--- src/design/rpf_pkg.sv ---
// ----------------------------------------------------------------------------
// rpf_pkg: shared types and constants of the range predicate row filter
// Row and result payload structs, register indexes and the discount clamp.
// ----------------------------------------------------------------------------
package rpf_pkg;

  // Field widths fixed by the row and result formats.
  localparam int unsigned DISC_W  = 14;
  localparam int unsigned QTY_W   = 16;
  localparam int unsigned ROW_W   = 32;
  localparam int unsigned CNT_W   = 11;
  localparam int unsigned CFG_W   = 32;
  localparam int unsigned ADDR_W  = 2;

  // Default sizing of the scan.
  localparam int unsigned LANES_DEF       = 8;
  localparam int unsigned BUFFER_SIZE_DEF = 1024;

  // Queue depths between the parts of the block.
  localparam int unsigned CLS_DEPTH = 4;
  localparam int unsigned RES_DEPTH = 2;

  // Constants of the predicate.
  localparam logic [DISC_W-1:0] DISCOUNT_MAX   = DISC_W'(10000);
  localparam logic [CNT_W-1:0]  COUNT_MAX      = '1;
  localparam logic [DISC_W-1:0] DISC_LOW_RST   = DISC_W'(100);
  localparam logic [DISC_W-1:0] DISC_HIGH_RST  = DISC_W'(300);
  localparam logic [QTY_W-1:0]  QTY_LIMIT_RST  = QTY_W'(25);
  localparam logic [ROW_W-1:0]  START_ROW_RST  = '0;

  // Configuration register indexes.
  typedef enum logic [ADDR_W-1:0] {
    REG_DISC_LOW  = 2'd0,
    REG_DISC_HIGH = 2'd1,
    REG_QTY_LIMIT = 2'd2,
    REG_START_ROW = 2'd3
  } reg_idx_t;

  // One table row as it enters the block.
  typedef struct packed {
    logic [DISC_W-1:0] discount;
    logic [QTY_W-1:0]  quantity;
    logic              range_last;
  } rpf_in_t;

  // One result item.
  typedef struct packed {
    logic              match_valid;
    logic [ROW_W-1:0]  row_position;
    logic [CNT_W-1:0]  found_count;
    logic              call_end;
    logic              buffer_full;
  } rpf_out_t;

  // Classified row handed from the front to the back.
  typedef struct packed {
    logic pass;
    logic last;
  } rpf_cls_t;

  // Row counter load request from the configuration port.
  typedef struct packed {
    logic             valid;
    logic [ROW_W-1:0] value;
  } rpf_load_t;

  // Saturate a discount at the largest legal value.
  function automatic logic [DISC_W-1:0] clamp_discount(input logic [DISC_W-1:0] v);
    return (v > DISCOUNT_MAX) ? DISCOUNT_MAX : v;
  endfunction

endpackage

--- src/design/range_predicate_row_filter_top.sv ---
// Rows pass from the classification queue through the back end into the result queue, whose head drives the outputs.
// Throughput: one row per cycle while the result queue has room, set by the back end's single counter update per row.
// A four-entry classification queue and a two-entry result queue absorb stalls.
// Reset (rst_n low, synchronous) empties both queues, loads the defaults into the
// configuration registers and clears the row counter, match count and group slot.
// ----------------------------------------------------------------------------
// range_predicate_row_filter_top: selection scan with position compaction
// Filters rows on a discount range and a quantity limit and emits the row
// numbers of passing rows, grouped into calls.
// ----------------------------------------------------------------------------
module range_predicate_row_filter_top
  import rpf_pkg::*;
#(
  parameter int unsigned LANES       = LANES_DEF,
  parameter int unsigned BUFFER_SIZE = BUFFER_SIZE_DEF
) (
  input  logic              clk,
  input  logic              rst_n,
  input  logic              cfg_we,
  input  logic [ADDR_W-1:0] cfg_addr,
  input  logic [CFG_W-1:0]  cfg_wdata,
  input  logic              in_push,
  input  rpf_in_t           in_data,
  output logic              in_full,
  input  logic              out_pop,
  output rpf_out_t          out_data,
  output logic              out_empty
);

  localparam int unsigned CLS_W = $bits(rpf_cls_t);
  localparam int unsigned RES_W = $bits(rpf_out_t);

  rpf_cls_t  cls_in, cls_out;
  rpf_load_t load;
  logic      cls_empty, cls_pop;
  logic      res_full, res_push;
  rpf_out_t  res;

  // Front end: configuration and classification.
  rpf_front u_front (
    .clk       (clk),
    .rst_n     (rst_n),
    .cfg_we    (cfg_we),
    .cfg_addr  (cfg_addr),
    .cfg_wdata (cfg_wdata),
    .row       (in_data),
    .cls       (cls_in),
    .load      (load)
  );

  // Queue between the two halves.
  rpf_fifo #(
    .WIDTH (CLS_W),
    .DEPTH (CLS_DEPTH)
  ) u_cls_q (
    .clk   (clk),
    .rst_n (rst_n),
    .push  (in_push),
    .wdata (cls_in),
    .full  (in_full),
    .pop   (cls_pop),
    .rdata (cls_out),
    .empty (cls_empty)
  );

  // Back end: numbering and call control.
  rpf_back #(
    .LANES       (LANES),
    .BUFFER_SIZE (BUFFER_SIZE)
  ) u_back (
    .clk       (clk),
    .rst_n     (rst_n),
    .load      (load),
    .cls_empty (cls_empty),
    .cls       (cls_out),
    .cls_pop   (cls_pop),
    .res_full  (res_full),
    .res_push  (res_push),
    .res       (res)
  );

  // Result queue that presents the oldest waiting result.
  rpf_fifo #(
    .WIDTH (RES_W),
    .DEPTH (RES_DEPTH)
  ) u_res_q (
    .clk   (clk),
    .rst_n (rst_n),
    .push  (res_push),
    .wdata (res),
    .full  (res_full),
    .pop   (out_pop),
    .rdata (out_data),
    .empty (out_empty)
  );

endmodule

--- src/design/rpf_fifo.sv ---
// ----------------------------------------------------------------------------
// rpf_fifo: small register queue
// Flop based circular queue with a fill count; one push and one pop per cycle.
// ----------------------------------------------------------------------------
module rpf_fifo #(
  parameter int unsigned WIDTH = 2,
  parameter int unsigned DEPTH = 4
) (
  input  logic             clk,
  input  logic             rst_n,
  input  logic             push,
  input  logic [WIDTH-1:0] wdata,
  output logic             full,
  input  logic             pop,
  output logic [WIDTH-1:0] rdata,
  output logic             empty
);

  localparam int unsigned PTR_W = (DEPTH > 1) ? $clog2(DEPTH) : 1;
  localparam int unsigned CNT_W = $clog2(DEPTH + 1);
  localparam logic [PTR_W-1:0] PTR_LAST = PTR_W'(DEPTH - 1);

  logic [WIDTH-1:0] mem_r [DEPTH];
  logic [PTR_W-1:0] wr_ptr_r, wr_ptr_nxt;
  logic [PTR_W-1:0] rd_ptr_r, rd_ptr_nxt;
  logic [CNT_W-1:0] count_r, count_nxt;
  logic             do_push, do_pop;

  assign full    = (count_r == CNT_W'(DEPTH));
  assign empty   = (count_r == '0);
  assign do_push = push && !full;
  assign do_pop  = pop && !empty;
  assign rdata   = mem_r[rd_ptr_r];

  // Pointer and count updates.
  always_comb begin
    wr_ptr_nxt = wr_ptr_r;
    rd_ptr_nxt = rd_ptr_r;
    count_nxt  = count_r;
    if (do_push) begin
      wr_ptr_nxt = (wr_ptr_r == PTR_LAST) ? '0 : wr_ptr_r + 1'b1;
    end
    if (do_pop) begin
      rd_ptr_nxt = (rd_ptr_r == PTR_LAST) ? '0 : rd_ptr_r + 1'b1;
    end
    if (do_push && !do_pop) begin
      count_nxt = count_r + 1'b1;
    end else if (do_pop && !do_push) begin
      count_nxt = count_r - 1'b1;
    end
  end

  always_ff @(posedge clk) begin
    if (!rst_n) begin
      wr_ptr_r <= '0;
      rd_ptr_r <= '0;
      count_r  <= '0;
    end else begin
      wr_ptr_r <= wr_ptr_nxt;
      rd_ptr_r <= rd_ptr_nxt;
      count_r  <= count_nxt;
    end
  end

  // Storage needs no reset.
  always_ff @(posedge clk) begin
    if (do_push) begin
      mem_r[wr_ptr_r] <= wdata;
    end
  end

endmodule

--- src/design/rpf_front.sv ---
// ----------------------------------------------------------------------------
// rpf_front: configuration registers and row classification
// Holds the predicate bounds, evaluates each arriving row and forwards a
// row counter load when the start register is written.
// ----------------------------------------------------------------------------
module rpf_front
  import rpf_pkg::*;
(
  input  logic              clk,
  input  logic              rst_n,
  input  logic              cfg_we,
  input  logic [ADDR_W-1:0] cfg_addr,
  input  logic [CFG_W-1:0]  cfg_wdata,
  input  rpf_in_t           row,
  output rpf_cls_t          cls,
  output rpf_load_t         load
);

  logic [DISC_W-1:0] disc_low_r, disc_low_nxt;
  logic [DISC_W-1:0] disc_high_r, disc_high_nxt;
  logic [QTY_W-1:0]  qty_limit_r, qty_limit_nxt;
  logic [DISC_W-1:0] disc_wr;
  logic [DISC_W-1:0] disc_row;
  reg_idx_t          idx;

  assign idx     = reg_idx_t'(cfg_addr);
  assign disc_wr = clamp_discount(cfg_wdata[DISC_W-1:0]);

  // Register writes; the start register goes straight to the row counter.
  always_comb begin
    disc_low_nxt  = disc_low_r;
    disc_high_nxt = disc_high_r;
    qty_limit_nxt = qty_limit_r;
    load.valid    = 1'b0;
    load.value    = cfg_wdata[ROW_W-1:0];
    if (cfg_we) begin
      case (idx)
        REG_DISC_LOW: begin
          disc_low_nxt = disc_wr;
        end
        REG_DISC_HIGH: begin
          disc_high_nxt = disc_wr;
        end
        REG_QTY_LIMIT: begin
          qty_limit_nxt = cfg_wdata[QTY_W-1:0];
        end
        REG_START_ROW: begin
          load.valid = 1'b1;
        end
        default: begin
          load.valid = 1'b0;
        end
      endcase
    end
  end

  always_ff @(posedge clk) begin
    if (!rst_n) begin
      disc_low_r  <= DISC_LOW_RST;
      disc_high_r <= DISC_HIGH_RST;
      qty_limit_r <= QTY_LIMIT_RST;
    end else begin
      disc_low_r  <= disc_low_nxt;
      disc_high_r <= disc_high_nxt;
      qty_limit_r <= qty_limit_nxt;
    end
  end

  // Range test on the saturated discount and limit test on the quantity.
  assign disc_row = clamp_discount(row.discount);
  assign cls.pass = (disc_row >= disc_low_r) && (disc_row <= disc_high_r) &&
                    (row.quantity < qty_limit_r);
  assign cls.last = row.range_last;

endmodule

--- src/design/rpf_back.sv ---
// ----------------------------------------------------------------------------
// rpf_back: row numbering, match counting and call termination
// Takes classified rows one per cycle while the result queue has room, keeps
// the row counter, the match count and the group slot, and builds the result items.
// ----------------------------------------------------------------------------
module rpf_back
  import rpf_pkg::*;
#(
  parameter int unsigned LANES       = LANES_DEF,
  parameter int unsigned BUFFER_SIZE = BUFFER_SIZE_DEF
) (
  input  logic      clk,
  input  logic      rst_n,
  input  rpf_load_t load,
  input  logic      cls_empty,
  input  rpf_cls_t  cls,
  output logic      cls_pop,
  input  logic      res_full,
  output logic      res_push,
  output rpf_out_t  res
);

  localparam int unsigned SLOT_W = (LANES > 1) ? $clog2(LANES) : 1;
  localparam int unsigned SUM_W  = 18;
  localparam logic [SLOT_W-1:0] SLOT_LAST = SLOT_W'(LANES - 1);
  localparam logic [SUM_W-1:0]  LANES_EXT = SUM_W'(LANES);
  localparam logic [SUM_W-1:0]  BUF_EXT   = SUM_W'(BUFFER_SIZE);

  logic [ROW_W-1:0]  row_cnt_r, row_cnt_nxt;
  logic [CNT_W-1:0]  match_r, match_nxt;
  logic [SLOT_W-1:0] slot_r, slot_nxt;
  logic [CNT_W-1:0]  match_inc;
  logic              go;
  logic              group_done;
  logic              near_full;
  logic              end_call;

  // A row is processed when one waits and the result queue has room.
  assign go      = !cls_empty && !res_full;
  assign cls_pop = go;

  // Saturating match count including this row.
  assign match_inc  = (cls.pass && (match_r != COUNT_MAX)) ? match_r + 1'b1 : match_r;
  assign group_done = (slot_r == SLOT_LAST);
  assign near_full  = ({{(SUM_W-CNT_W){1'b0}}, match_inc} + LANES_EXT) >= BUF_EXT;
  assign end_call   = (group_done || cls.last) && (near_full || cls.last);

  // Result item for this row.
  assign res_push         = go && (cls.pass || end_call);
  assign res.match_valid  = cls.pass;
  assign res.row_position = cls.pass ? row_cnt_r : '0;
  assign res.found_count  = match_inc;
  assign res.call_end     = end_call;
  assign res.buffer_full  = end_call && near_full;

  // State update per processed row, or counter load from configuration.
  always_comb begin
    row_cnt_nxt = row_cnt_r;
    match_nxt   = match_r;
    slot_nxt    = slot_r;
    if (load.valid) begin
      row_cnt_nxt = load.value;
    end else if (go) begin
      row_cnt_nxt = row_cnt_r + 1'b1;
      match_nxt   = end_call ? '0 : match_inc;
      slot_nxt    = (group_done || cls.last) ? '0 : slot_r + 1'b1;
    end
  end

  always_ff @(posedge clk) begin
    if (!rst_n) begin
      row_cnt_r <= START_ROW_RST;
      match_r   <= '0;
      slot_r    <= '0;
    end else begin
      row_cnt_r <= row_cnt_nxt;
      match_r   <= match_nxt;
      slot_r    <= slot_nxt;
    end
  end

endmodule

--- config.mk ---
export PLATFORM = sky130hd
export DESIGN_NAME = range_predicate_row_filter_top
export DESIGN_NICKNAME = d
export VERILOG_FILES = /design/src/design/rpf_pkg.sv /design/src/design/range_predicate_row_filter_top.sv /design/src/design/rpf_fifo.sv /design/src/design/rpf_front.sv /design/src/design/rpf_back.sv
export SDC_FILE = /design/constraint.sdc
export NUM_CORES = 1
export LEC_CHECK = 0
export BUFFER_PORTS_ARGS = -buffer_cell sky130_fd_sc_hd__buf_2
export CORE_MARGIN = 10
export CORE_UTILIZATION = 30
export CTS_BUF_LIST = sky130_fd_sc_hd__clkbuf_16
export DETAILED_ROUTE_END_ITERATION = 6
export MAX_ROUTING_LAYER = met4
export PLACE_DENSITY = 0.55
export SYNTH_ARGS = -nofsm -noshare
export SYNTH_HDL_FRONTEND = slang
export SYNTH_HIERARCHICAL = 1
export SYNTH_SLANG_ARGS = --single-unit
--- constraint.sdc ---
create_clock -name clk -period 3.9 [get_ports clk]
set_input_delay 0.78 -clock clk [delete_from_list [all_inputs] [get_ports clk]]
set_output_delay 0.78 -clock clk [all_outputs]
set_load 0.01 [all_outputs]
# Word level (Yosys, flattened, before mapping)

Memory sizes are Yosys's and may differ from the RTL's. A register that Yosys moved wholly into a read port is not among the register bits.
Index checks and enable logic that the tools add are counted.

Register bits: 101
Memory bits (writable): 100
Bits of input ports: 70
Memories kept: 2

Memory list:

| memory        | depth | width | read ports | clocked after Yosys merged registers in | write ports | line           | RTL |
|---|---|---|---|---|---|---|---|
| u_res_q.mem_r | 2     | 46    | 1          | 1                                       | 1           | rpf_fifo.sv:23 | `logic [WIDTH-1:0] mem_r [DEPTH];` |
| u_cls_q.mem_r | 4     | 2     | 1          | 1                                       | 1           | rpf_fifo.sv:23 |  |

$add $sub $neg: 12
$lt $le $gt $ge: 6
Equal/unequal tests: 9
Mux-type cells: 26
Bitwise operators: 1
Reduce and logical (&&, ||, !) cells: 36

Operators by type and width:

| cell                                                   | number |
|---|---|
| two-way mux 32 bit                                     | 3 |
| adder 32 x 1 -> 32 bit (second input constant)         | 1 |
| greater-than comparator 14 bit (second input constant) | 2 |
| two-way mux 14 bit                                     | 2 |
| two-way mux 11 bit                                     | 2 |
| >= comparator 18 x 11 -> 1 bit (second input constant) | 1 |
| less-than comparator 16 bit                            | 1 |
| logical AND 1 bit                                      | 15 |
| >= comparator 14 bit                                   | 1 |
| less-or-equal comparator 14 bit                        | 1 |
| adder 11 x 4 -> 12 bit (second input constant)         | 1 |
| two-way mux 2 bit                                      | 6 |
| adder 11 x 1 -> 11 bit (second input constant)         | 1 |
| != test 11 bit (second input constant)                 | 1 |
| == test 2 bit (second input constant)                  | 5 |
| two-way mux 1 bit                                      | 10 |
| two-way mux 3 bit                                      | 3 |
| logical NOT 1 bit                                      | 8 |
| AND reduction 2 bit                                    | 4 |
| adder 2 x 1 -> 2 bit (second input constant)           | 3 |
| adder 3 x 1 -> 3 bit (second input constant)           | 2 |
| == test 3 bit (second input constant)                  | 2 |
| nonzero test 2 bit                                     | 3 |
| logical NOT 2 bit                                      | 2 |
| 7 further kinds                                        | 10 |

# Depth between registers and ports, before layout

Depth in word-level cells: 14
Depth in mapped cells: 15
Gate-level depth less buffers: 13

# Hierarchy

Netlist, hierarchy kept.

By module, submodules not included:

| module              | times used | cells an instance | area an instance (um2) | sequential area each (um2) |
|---|---|---|---|---|
| rpf_fifo at u_res_q | 1          | 168               | 3549.7                 | 2862.7 |
| rpf_front           | 1          | 393               | 3128.0                 | 880.8 |
| rpf_back            | 1          | 383               | 3002.9                 | 920.9 |
| rpf_fifo at u_cls_q | 1          | 61                | 770.7                  | 420.4 |

# Least setup slack after synthesis

OpenSTA, ideal clock, no wires.

Path kind: reg-to-reg
From: reg (tool-made name)
To: mem u_res_q/mem_r[0][0] (netlist name) (enable)
Setup time: 0.443 ns
Data arrival time: 3.851 ns
Slack: -0.393 ns
Stages on the path, launching flop included: 11
Buffers on the path: 1
Period minus slack after synthesis: 4.293 ns
Cells stage by stage: dfxtp_1 mux4_2 and4_4 buf_6 nand2_1 nor2_1 nor4_1 nand2_1 a21oi_1 inv_1 nor3_2

RTL lines:

| element       | line |
|---|---|
| end, declared | rpf_fifo.sv:23 |

==> metrics.md <==
| Metric | Value |
|---|---|
| Status | `complete, no violations` |
| Die Y | `between 200 and 250 microns` |
| Max stage delay on crit path | `about 450 ps` |
| Post-CTS Setup Repair Bufs | `0` |
| Die Wd | `between 200 and 250 microns` |
| Worst EP arrival | `about 3500 ps` |
| R2R Path End | `u_res_q/count_r[1]` |
| Share of cells above drive strength 1 | `0.225` |
| Clock transition at path regs | `50 ps` |
| P_sw | `2.10 mW` |
| Comb pwr share | `0.274` |
| Crit-path most repeated cell | `nor2_1` |
| Avg Inst Size Synth | `slightly above 10 sq um` |
| Worst setup path startpoint | `in_data[17]` |
| Fin. Hold Viols | `0` |
| Root buf cell | `clkbuf_16` |
| Post-Route Skew | `between 15 and 20 ps` |
| Leak pwr | `about 4.5 nW` |
| Bufs on Longest Clock Path | `3` |
| Initial core utilization | `0.303` |
| Core Rows | `68` |
| MaxCap Viol Count | `0` |
| Distinct cells, synth | `a little over 70` |
| Slowest CP cell | `nor4b_2` |
| Net count after synthesis | `1128` |
| Final Net Count | `1208` |
| Synth Register Bits | `204` |
| RSZ-0062 raised after global routing | `no` |
| Yosys top cell area share | `0.287` |
| Total number of vias | `just over 7000` |
| Crit end category | `register` |
| Slew HR | `0.201` |
| Max Clk Rate | `312 MHz` |
| Sequential area share after synthesis | `0.487` |
| All-Layer GR Usage | `0.119` |
| Crit-path max FO | `6` |
| Io pins | `around 120` |
| Setup TNS | `0 ps` |
| Fill cells | `roughly 3500` |
| GP Congestion | `between 0.8 and 0.9` |
| Net Sw Frac | `0.310` |
| Reg power frac | `0.426` |
| Pin count of the biggest net entering global routing | `48` |
| Number of buffers created by CTS | `25` |
| Most frequent cells after synthesis | `nand2_1 (108), dfxtp_1 (104), edfxtp_1 (100), and2_1 (60)` |
| DRT Wirelength | `roughly 25000 microns` |
| Internal Power | `around 4.7 mW` |
| PortBufs | `approximately 120` |
| Synth Flop Type | `dfxtp_1` |
| Core area | `between 30000 and 40000 sq um` |
| R2R setup slack | `between 600 and 700 ps` |
| Max Slew Vio Count | `0` |
| Worst setup path endpoint | `u_cls_q/mem_r[1][1]` |
| Total grt overflow | `0` |
| CTS sink cnt | `just over 200` |
| Drt via density | `about 4.7` |
| Gate Count Post-Synth | `between 1000 and 1500` |
| Iteration-0 DRC Markers | `377` |
| FFs w/ async S/R, synth | `0` |
| Slew @ Worst Pin | `~1200 ps` |
| Synthesized area | `~10000 sq um` |
| Remaining antenna violation count | `0` |
| Cell Pwr Density | `564 nW/um^2` |
| CTS tree | `done` |
| Crit start category | `input port` |
| Warnings from Yosys | `6` |
| DRC | `0` |
| Crit Path Category | `in -> reg` |
| Period utilisation layout | `0.821` |
| DR pass1 iterations | `5` |
| Global-route wire length before repair | `between 30000 and 40000 microns` |
| # diodes | `0` |
| Dpl hpwl | `about 18000 microns` |
| Top cells by area, synth | `edfxtp_1 (29%), dfxtp_1 (20%), ha_1 (6.2%)` |
| Final Setup Violations | `0` |
| Synth area leader | `edfxtp_1` |
| CP Data Required Time | `4180 ps` |
| Reg2reg path depth | `12` |
| Post_cts resized | `0` |
| Vias in the first global route | `7309` |
| Clk Latency, worst-skew pair | `~530 ps` |
| Reg area | `5090 sq um` |
| H-Tree Depth | `1` |
| Class of the worst hold path | `reg -> reg` |
| Clock power share | `0.300` |
| Die Footprint | `approximately 43000 sq um` |
| CP Cell Sequence | `buf_2, o41ai_2, a21oi_2, nor2_1, and2_1, ha_1, a211oi_1, nor2_1, o21a_1, o2111ai_1, a32oi_1, nor4b_2` |
| Fin Hold WS | `roughly 450 ps` |
| Top-count cell post-synth | `nand2_1` |
| Area taken by multi-input logic gates | `4700 sq um` |
| Hold-fix buffers at CTS | `0` |
| Avg WL per Cell | `16.0 microns` |
| Period minus WS final | `between 3000 and 4000 ps` |
| Area Overhead vs Synth | `14.8%` |
| Maximum vdd ir drop | `316 uV` |
| Number of enable flip-flop cells after synthesis | `100` |
| Initial antenna violation count | `0` |
cell type report:
class                           count  share of cell area
Sequential cell                   204               0.424
Multi-Input combinational cell    669               0.392
Timing Repair Buffer              130              0.0590
Clock buffer                       25              0.0522
Tap cell                          455              0.0475
Inverter                           55              0.0172
Clock inverter                     21             0.00824
per-layer routing:
metal  wire length, microns  global-route usage  vias up  part of all wire
met1                  12200               0.158     3405              0.49
met3                   1010              0.0183       36             0.041
li1                       -                   -     3676                 -
met2                  11200               0.184      150              0.45
met4                    558              0.0310        0             0.022
met5                      0                   -        -                 0
stage by stage:
step                      area, sq um  utilization  setup slack, ps  instances  power, mW
after global routing            12000        0.348              395       1559       7.20
after detailed placement        11300        0.327              137       1513       4.83
final                           12000        0.348              700       1559       6.77
after global placement          11300        0.327              304       1513       4.81
after floorplan                 10500            -              292       1005       4.13
after CTS                       12000        0.348              654       1559       6.90
worst min-delay path by stage:
stage / endpoint / slack (ps) / cells past startpoint / from
floorplan: u_front/disc_high_r[1] / 440 / 2 / u_front/disc_high_r[1]
global placement: u_front/disc_low_r[11] / 440 / 2 / u_front/disc_low_r[11]
detailed placement: u_front/disc_low_r[7] / 450 / 2 / u_front/disc_low_r[7]
CTS: u_front/disc_low_r[7] / 450 / 2 / u_front/disc_low_r[7]
global route: u_front/disc_high_r[7] / 470 / 2 / u_front/disc_high_r[7]
finish: u_front/disc_low_r[7] / 450 / 2 / u_front/disc_low_r[7]
cell families after synthesis:
| family | after synthesis | synth area share |
|---|---|---|
| simple gates | 334 | 0.173 |
| flops | 204 | 0.487 |
| compound gates | 181 | 0.112 |
| buf+inv | 132 | 0.0650 |
| mux | 56 | 0.0619 |
| fa+ha+maj | 54 | 0.0652 |
| xor+xnor | 44 | 0.0369 |
sequential cells by signal, indices dropped and copies added (netlist names), 3 cells and up, named ones only:
signal / count
u_back/match_r: 11
u_back/row_cnt_r: 32
u_back/slot_r: 3
u_cls_q/count_r: 3
u_cls_q/mem_r: 8
u_front/disc_high_r: 14
u_front/disc_low_r: 14
u_front/qty_limit_r: 16
u_res_q/mem_r: 92
power groups by stage:
stage / clock, mW / sequential (mW) / combinational (mW)
6_report: 2.03 / 2.88 / 1.85
5_1_grt: 2.19 / 2.93 / 2.08
4_1_cts: 2.10 / 2.89 / 1.92
3_5_place_dp: 0 / 2.93 / 1.90
3_3_place_gp: 0 / 2.92 / 1.90
2_1_floorplan: 0 / 2.86 / 1.27
layout by cell type, fill, tap and decap left out, types with 3 or more instances in the layout:
| cell | n |
|---|---|
| and2_1 | 60 |
| clkinv_2 | 3 |
| nor3_1 | 14 |
| o21ai_1 | 5 |
| clkbuf_16 | 25 |
| mux2_2 | 49 |
| a21o_1 | 3 |
| nor2_1 | 27 |
| a21oi_2 | 5 |
| a21boi_1 | 15 |
| xnor2_1 | 24 |
| inv_1 | 62 |
| mux2i_1 | 5 |
| buf_2 | 117 |
| inv_2 | 3 |
| a21boi_0 | 17 |
| edfxtp_1 | 100 |
| nor4_1 | 3 |
| buf_4 | 11 |
| a21oi_1 | 45 |
| and4_1 | 6 |
| nor2b_1 | 11 |
| nor2_2 | 4 |
| o21ai_0 | 50 |
| nand3_1 | 40 |
| ha_1 | 52 |
| nand2b_1 | 5 |
| a31oi_1 | 5 |
| o21a_1 | 4 |
| o31ai_1 | 3 |
| or3_1 | 6 |
| dfxtp_1 | 103 |
| a211oi_1 | 3 |
| xor2_1 | 20 |
| nand4_1 | 14 |
| clkinv_1 | 7 |
| nand2_1 | 108 |
| o211ai_1 | 8 |
| o2111ai_1 | 4 |
| and3_1 | 12 |
critical path: cells and delay by family:
family | cells | cell delay (ps)
buffers and inverters | 1 | 110
adders and majority gates | 1 | 250
AOI/OAI and AO/OA | 6 | 1270
and+or+nand+nor | 4 | 1070
Power figures use the tool's default switching activity.
